==> config.mk <==
export PLATFORM = sky130hd
export DESIGN_NAME = triac_phase_dimmer_unit
export DESIGN_NICKNAME = d
export VERILOG_FILES = /design/src/rtl/tpd_pkg.sv /design/src/rtl/triac_phase_dimmer_unit.sv /design/src/rtl/tpd_step.sv
export SDC_FILE = /design/constraint.sdc
export NUM_CORES = 1
export LEC_CHECK = 0
export BUFFER_PORTS_ARGS = -buffer_cell sky130_fd_sc_hd__buf_2
export CAP_MARGIN = 20
export CORE_ASPECT_RATIO = 0.6
export CORE_MARGIN = 2
export CORE_UTILIZATION = 55
export CTS_BUF_LIST = sky130_fd_sc_hd__clkbuf_16
export CTS_CLUSTER_SIZE = 8
export DETAILED_ROUTE_END_ITERATION = 16
export PLACE_DENSITY = 0.7
export SYNTH_ARGS = -nofsm -noshare
export SYNTH_HDL_FRONTEND = slang
export SYNTH_HIERARCHICAL = 1
export SYNTH_SLANG_ARGS = --single-unit
==> constraint.sdc <==
create_clock -name clk -period 12.6 [get_ports clk]
set_input_delay 3.15 -clock clk [delete_from_list [all_inputs] [get_ports clk]]
set_output_delay 3.15 -clock clk [all_outputs]
set_load 0.05 [all_outputs]
==> src/rtl/tpd_pkg.sv <==
package tpd_pkg;

    localparam int LEVEL_W  = 8;
    localparam int DELAY_W  = 20;
    localparam int CFG_W    = 16;
    localparam int AMOUNT_W = 11;
    localparam int ACTION_W = 3;
    localparam int CFG_IDX_W = 2;

    localparam int MAX_LEVEL    = 255;
    localparam int TOGGLE_LEVEL = 25;

    // floor(x / MAX_LEVEL) == (x * RECIP) >> RECIP_SHIFT for every x below 2^24
    localparam int RECIP_SHIFT = 32;
    localparam int RECIP_W     = 29;
    localparam longint unsigned RECIP_L =
        ((64'd1 << RECIP_SHIFT) + 64'(MAX_LEVEL) - 64'd1) / 64'(MAX_LEVEL);
    localparam logic [RECIP_W-1:0] RECIP = RECIP_W'(RECIP_L);
    localparam int SCALE_W = CFG_W + RECIP_W;
    localparam int PROD_W  = SCALE_W + LEVEL_W;

    localparam logic [CFG_W-1:0]   MIN_DELAY_RST = 16'd100;
    localparam logic [CFG_W-1:0]   SPAN_RST      = 16'd7500;
    localparam logic [CFG_W-1:0]   THRESH_RST    = 16'd4000;
    localparam logic [SCALE_W-1:0] SPAN_SCALED_RST = SCALE_W'(SPAN_RST) * SCALE_W'(RECIP);
    localparam logic [DELAY_W-1:0] FIRE_DELAY_RST = 20'd1000000;
    localparam logic [LEVEL_W-1:0] LEVEL_FULL = LEVEL_W'(MAX_LEVEL);

    localparam logic [ACTION_W-1:0] ACT_SET    = 3'd0;
    localparam logic [ACTION_W-1:0] ACT_INC    = 3'd1;
    localparam logic [ACTION_W-1:0] ACT_DEC    = 3'd2;
    localparam logic [ACTION_W-1:0] ACT_TOGGLE = 3'd3;
    localparam logic [ACTION_W-1:0] ACT_ZCROSS = 3'd4;
    localparam logic [ACTION_W-1:0] ACT_TICK   = 3'd5;

    localparam logic [CFG_IDX_W-1:0] CFG_MIN_DELAY = 2'd0;
    localparam logic [CFG_IDX_W-1:0] CFG_SPAN      = 2'd1;
    localparam logic [CFG_IDX_W-1:0] CFG_THRESH    = 2'd2;
    localparam logic [CFG_IDX_W-1:0] CFG_NEUTRAL   = 2'd3;

    typedef struct packed {
        logic [CFG_W-1:0]   min_delay;
        logic [SCALE_W-1:0] span_scaled;
        logic [CFG_W-1:0]   thresh;
        logic               neutral_wired;
    } tpd_cfg_t;

    typedef struct packed {
        logic [LEVEL_W-1:0] level;
        logic [DELAY_W-1:0] fire_delay;
        logic               zc_seen;
        logic               timer_running;
        logic [DELAY_W-1:0] tick_count;
        logic               gate;
    } tpd_state_t;

endpackage

==> src/rtl/triac_phase_dimmer_unit.sv <==
// an accepted item is held in the input register, and its result then in the result register
// throughput: one item per cycle unless the output is held; the level, delay and timer state loop closes through st_reg
// the firing delay product uses a per-span reciprocal scale computed when span is written
// s_axis_tready drops only while both the input and the result register are held
// rst_n is asynchronous active low: level full, gate on, delay 1000000 us, timer stopped
module triac_phase_dimmer_unit import tpd_pkg::*;
(
    input  logic                  clk,
    input  logic                  rst_n,
    input  logic                  s_axis_tvalid,
    output logic                  s_axis_tready,
    input  logic [15:0]           s_axis_tdata,   // [10:0] amount
    input  logic [ACTION_W-1:0]   s_axis_tuser,   // [2:0] action
    output logic                  m_axis_tvalid,
    input  logic                  m_axis_tready,
    output logic [31:0]           m_axis_tdata,   // [0] triac_gate, [8:1] brightness, [28:9] delay_us
    input  logic                  cfg_valid,
    output logic                  cfg_ready,
    input  logic [CFG_IDX_W-1:0]  cfg_index,
    input  logic [CFG_W-1:0]      cfg_data
);

    logic                 in_valid_reg;
    logic [ACTION_W-1:0]  in_action_reg;
    logic [AMOUNT_W-1:0]  in_amount_reg;
    logic                 out_valid_reg;
    logic                 out_gate_reg;
    logic [LEVEL_W-1:0]   out_level_reg;
    logic [DELAY_W-1:0]   out_delay_reg;

    logic [CFG_W-1:0]     min_delay_reg;
    logic [SCALE_W-1:0]   span_scaled_reg;
    logic [CFG_W-1:0]     thresh_reg;
    logic                 neutral_reg;

    tpd_cfg_t             cfg;
    tpd_state_t           st_reg;
    tpd_state_t           st_next;
    logic                 advance;
    logic                 in_take;

    assign advance       = in_valid_reg && (!out_valid_reg || m_axis_tready);
    assign s_axis_tready = !in_valid_reg || advance;
    assign in_take       = s_axis_tvalid && s_axis_tready;
    assign cfg_ready     = 1'b1;

    assign cfg.min_delay     = min_delay_reg;
    assign cfg.span_scaled   = span_scaled_reg;
    assign cfg.thresh        = thresh_reg;
    assign cfg.neutral_wired = neutral_reg;

    tpd_step u_step
    (
        .action (in_action_reg),
        .amount ($signed(in_amount_reg)),
        .cfg    (cfg),
        .cur    (st_reg),
        .nxt    (st_next)
    );

    always_ff @(posedge clk or negedge rst_n)
    begin
        if (!rst_n)
        begin
            min_delay_reg   <= MIN_DELAY_RST;
            span_scaled_reg <= SPAN_SCALED_RST;
            thresh_reg      <= THRESH_RST;
            neutral_reg     <= 1'b1;
        end
        else if (cfg_valid)
        begin
            case (cfg_index)
                CFG_MIN_DELAY: min_delay_reg <= cfg_data;
                CFG_SPAN:      span_scaled_reg <= SCALE_W'(cfg_data) * SCALE_W'(RECIP);
                CFG_THRESH:    thresh_reg <= cfg_data;
                CFG_NEUTRAL:   neutral_reg <= cfg_data[0];
                default:       neutral_reg <= neutral_reg;
            endcase
        end
    end

    always_ff @(posedge clk or negedge rst_n)
    begin
        if (!rst_n)
        begin
            in_valid_reg        <= 1'b0;
            out_valid_reg       <= 1'b0;
            st_reg.level        <= LEVEL_FULL;
            st_reg.fire_delay   <= FIRE_DELAY_RST;
            st_reg.zc_seen      <= 1'b0;
            st_reg.timer_running <= 1'b0;
            st_reg.tick_count   <= '0;
            st_reg.gate         <= 1'b1;
        end
        else
        begin
            if (s_axis_tready)
                in_valid_reg <= s_axis_tvalid;
            if (advance)
            begin
                out_valid_reg <= 1'b1;
                st_reg        <= st_next;
            end
            else if (m_axis_tready)
            begin
                out_valid_reg <= 1'b0;
            end
        end
    end

    always_ff @(posedge clk)
    begin
        if (in_take)
        begin
            in_action_reg <= s_axis_tuser;
            in_amount_reg <= s_axis_tdata[AMOUNT_W-1:0];
        end
        if (advance)
        begin
            out_gate_reg  <= st_next.gate;
            out_level_reg <= st_next.level;
            out_delay_reg <= st_next.fire_delay;
        end
    end

    assign m_axis_tvalid = out_valid_reg;
    assign m_axis_tdata  = {3'b000, out_delay_reg, out_level_reg, out_gate_reg};

endmodule

==> src/rtl/tpd_step.sv <==
module tpd_step import tpd_pkg::*;
(
    input  logic [ACTION_W-1:0]        action,
    input  logic signed [AMOUNT_W-1:0] amount,
    input  tpd_cfg_t                   cfg,
    input  tpd_state_t                 cur,
    output tpd_state_t                 nxt
);

    logic signed [AMOUNT_W:0] amount_ext;
    logic signed [AMOUNT_W:0] level_ext;
    logic signed [AMOUNT_W:0] req;
    logic                     do_level;
    logic [LEVEL_W-1:0]       lvl;
    logic [LEVEL_W-1:0]       dim;
    logic [PROD_W-1:0]        prod;
    logic [CFG_W-1:0]         quo;
    logic [CFG_W:0]           dly;
    logic [DELAY_W-1:0]       cnt;

    assign amount_ext = {amount[AMOUNT_W-1], amount};
    assign level_ext  = $signed({{(AMOUNT_W + 1 - LEVEL_W){1'b0}}, cur.level});

    always_comb
    begin
        req      = '0;
        do_level = 1'b0;
        case (action)
            ACT_SET:
            begin
                req      = amount_ext;
                do_level = 1'b1;
            end
            ACT_INC:
            begin
                req      = level_ext + amount_ext;
                do_level = 1'b1;
            end
            ACT_DEC:
            begin
                req      = level_ext - amount_ext;
                do_level = 1'b1;
            end
            ACT_TOGGLE:
            begin
                req      = (cur.level > LEVEL_W'(TOGGLE_LEVEL)) ? '0
                                                               : (AMOUNT_W + 1)'(MAX_LEVEL);
                do_level = 1'b1;
            end
            default:
            begin
                req      = '0;
                do_level = 1'b0;
            end
        endcase

        if (req > $signed((AMOUNT_W + 1)'(MAX_LEVEL)))
            lvl = LEVEL_FULL;
        else if (req < 0)
            lvl = '0;
        else
            lvl = req[LEVEL_W-1:0];
    end

    // span * dim / MAX_LEVEL via the reciprocal already folded into span_scaled
    assign dim  = LEVEL_FULL - lvl;
    assign prod = PROD_W'(cfg.span_scaled) * PROD_W'(dim);
    assign quo  = prod[RECIP_SHIFT +: CFG_W];
    assign dly  = {1'b0, cfg.min_delay} + {1'b0, quo};
    assign cnt  = cur.tick_count + DELAY_W'(1);

    always_comb
    begin
        nxt = cur;
        if (do_level)
        begin
            if (!cfg.neutral_wired)
            begin
                if (cur.fire_delay < DELAY_W'(cfg.thresh))
                    nxt.zc_seen = 1'b0;
                else if (!cur.zc_seen)
                    nxt.gate = 1'b0;
            end
            if (lvl != '0 && lvl != LEVEL_FULL)
                nxt.fire_delay = DELAY_W'(dly);
            if (lvl == '0)
                nxt.gate = 1'b0;
            if (lvl == LEVEL_FULL)
                nxt.gate = 1'b1;
            nxt.level = lvl;
        end
        else if (action == ACT_ZCROSS)
        begin
            if (cur.level != LEVEL_FULL)
                nxt.gate = 1'b0;
            nxt.tick_count    = '0;
            nxt.timer_running = 1'b1;
            nxt.zc_seen       = 1'b1;
        end
        else if (action == ACT_TICK && cur.timer_running)
        begin
            // timer reloads on expiry and keeps running
            if (cnt >= cur.fire_delay)
            begin
                nxt.gate       = (cur.level != '0);
                nxt.tick_count = '0;
            end
            else
            begin
                nxt.tick_count = cnt;
            end
        end
    end

endmodule

==> qor.txt <==
Outcome - completed
Final slew viol count - 0
GP Congestion - 0.930
Vias in the first global route - 17,209
Crit path DAT - 12.16 ns
Clock-pin slew on the worst setup and hold paths - 0.08 ns
Antenna Violating Nets Remaining - 0
Starting density of the core - 0.559
Top cells by area, synth - fa_1 23%, ha_1 11%, dfrtp_1 9.4%
Seq/Total Area, Yosys - 0.206
Die Y - 158 um
DRC Markers - 0
Gr usage total - 0.292
Ys Warns - 6
Layout cells sized above 1 - 0.127
Synth top area share - 0.231
FMAX - 85.0 MHz
Slowest Stage Delay on Critical Path - 0.59 ns
Routed len/inst - 19.8 um
Via count - 16,775
Worst setup EP type - flip-flop
Max Cap Viol - 0
Initial DRC Count - 1,409
Crit path time final - 11.77 ns
Asr flop ratio synth - 0.746
Via density - 5.78
Worst Skew - 0.0243 ns
Worst relative slew slack - 0.283
Initial antenna violation count - 1
Crit-path slowest cell - nor4b_1
Largest area contributor in the netlist - fa_1
CP Data Required Time - 12.99 ns
CP Max Fanout - 31
Worst min path class - flip-flop to flip-flop
Worst-Margin Slew - 1.07 ns
Setup violations, final - 0
Synthesized area - 0.0218 sq mm
Synth unique cells - 95
Nets - 2,858
Post-synth EDFFs - 43
Syn avg cell area - 9.48 sq um
Total negative slack - 0 ns
Clock buffer count from CTS - 17
GR Overflow Total - 0
Hold Vio Cnt, Final - 0
CTS tree - yes
Io pins - 77
First-pass DRT Iterations - 6
Final period util - 0.934
Setup CP Type - flip-flop to flip-flop
Detailed placement HPWL - 44.8 mm
Post-synth top flop - dfrtp_1
Unrepaired setup endpoints after global routing - no
Fillers - 3,316
Core area - 0.0391 sq mm
Startpoint types - flip-flop
Number of flip-flops in the largest register - 51
Syn-to-layout area delta - 7.54%
Worst-Skew Late Latency - 0.47 ns
Pin count of the biggest net entering global routing - 68
CTS Buffer Depth - 2
Yosys reg bits - 169
Clk sink count - 169
FP Rows - 56
Post-Route WL - 57.4 mm
Antenna Cells - 0
Cell count after synthesis - 2,305
Clock root cell - clkbuf_16
First-pass GRT wire length - 93.6 mm
H-Tree Depth - 4
Die ar. - 0.0414 sq mm
Post CTS Setup Buffer Count - 0
DIE WIDTH - 261 um
Port Buffer Count - 67
cells in the mapped netlist (33+ instances only):
cell	n
a21o_1	57
a21oi_1	98
and2_1	149
clkbuf_1	57
dfrtp_1	82
dfstp_2	44
edfxtp_1	43
fa_1	252
ha_1	196
inv_1	317
mux2_2	80
nand2_1	194
nand2b_1	33
nand3_1	39
nor2_1	71
nor2b_1	126
o21ai_0	86
xnor2_1	56
final timing paths:
path                                  startpoint                  to  slack (ns)  depth (start not counted)
max in group asynchronous                  rst_n  span_scaled_reg[6]        8.44                          2
worst max-delay path            in_action_reg[0]          st_reg[39]        0.83                         40
min in group asynchronous                  rst_n           st_reg[3]        2.78                          1
worst min register to register    thresh_reg[15]      thresh_reg[15]        0.49                          2
worst max register to register  in_action_reg[0]          st_reg[39]        0.83                         40
worst min-delay path              thresh_reg[15]      thresh_reg[15]        0.49                          2
final cells by class:
class / instances / area, sq um / area share
clock buffers: 17 / 425 / 0.0181
well taps: 522 / 653 / 0.0278
repair buffers: 93 / 546 / 0.0232
inverters: 317 / 1190 / 0.0507
multi-input cells: 1770 / 16000 / 0.680
clock inverters: 15 / 195 / 0.00831
flip-flops and latches: 169 / 4500 / 0.192
through the flow:
stage | setup WS [ns] | cell area [sq um] | cells | util | hold slack, ns
floorplan | 2.86 | 22000 | 2338 | - | 0.450
global placement | 0.963 | 22800 | 2871 | 0.584 | 0.473
detailed placement | 0.724 | 22800 | 2871 | 0.584 | 0.480
CTS | 0.526 | 23500 | 2903 | 0.600 | 0.498
global route | 0.0224 | 23500 | 2903 | 0.601 | 0.526
finish | 0.831 | 23500 | 2903 | 0.601 | 0.491
what timing repair did:
action                     CTS  global route
gates resized for setup      0             5
setup endpoints to repair    0            12
hold buffers                 0             0
layout by cell type, fill, tap and decap left out, drive strengths merged, types with 10 or more instances in the layout:
cell type    n
inv        323
fa         252
ha         196
nand2      195
and2       150
nor2b      126
o21ai      101
a21oi       99
buf         93
dfrtp       82
mux2        82
nor2        71
a21o        58
xnor2       56
dfstp       44
edfxtp      43
nand3       40
conb        35
nand2b      33
xor2        29
and3        23
nor3        20
o21a        18
nand4       18
a32o        17
clkbuf      17
a31oi       14
o31ai       14
o211ai      11
a211oi      10
kinds of logic after synthesis:
family                   Yosys count  share of synthesized area
AO/OA/AOI/OAI                    397                      0.123
XOR/XNOR                          85                     0.0341
AND/OR/NAND/NOR                  715                      0.176
multiplexers                      90                     0.0463
other                              2                   0.000344
adder cells (fa/ha/maj)          448                      0.343
buffers and inverters            399                     0.0713
flip-flops                       169                      0.206
critical path, delay by kind of cell (launching register included):
family | cells | cell delay (ns)
muxes | 2 | 0.54
xor gates and xnor gates | 1 | 0.39
and+or+nand+nor | 11 | 2.73
buffers and inverters | 4 | 0.61
adders and majority gates | 7 | 3.05
DFF | 1 | 0.57
AOI/OAI and AO/OA | 15 | 3.75
layer usage:
layer	wire length, um	GRT usage	up-vias
li1	-	-	7747
met1	27900	0.451	8399
met2	23700	0.411	582
met3	5250	0.0755	47
met4	532	0.0565	0
met5	0	0	-
Power is left out: the tool's default activity adds up to more than one toggle a clock period on the data nets, which glitch-free logic cannot reach.
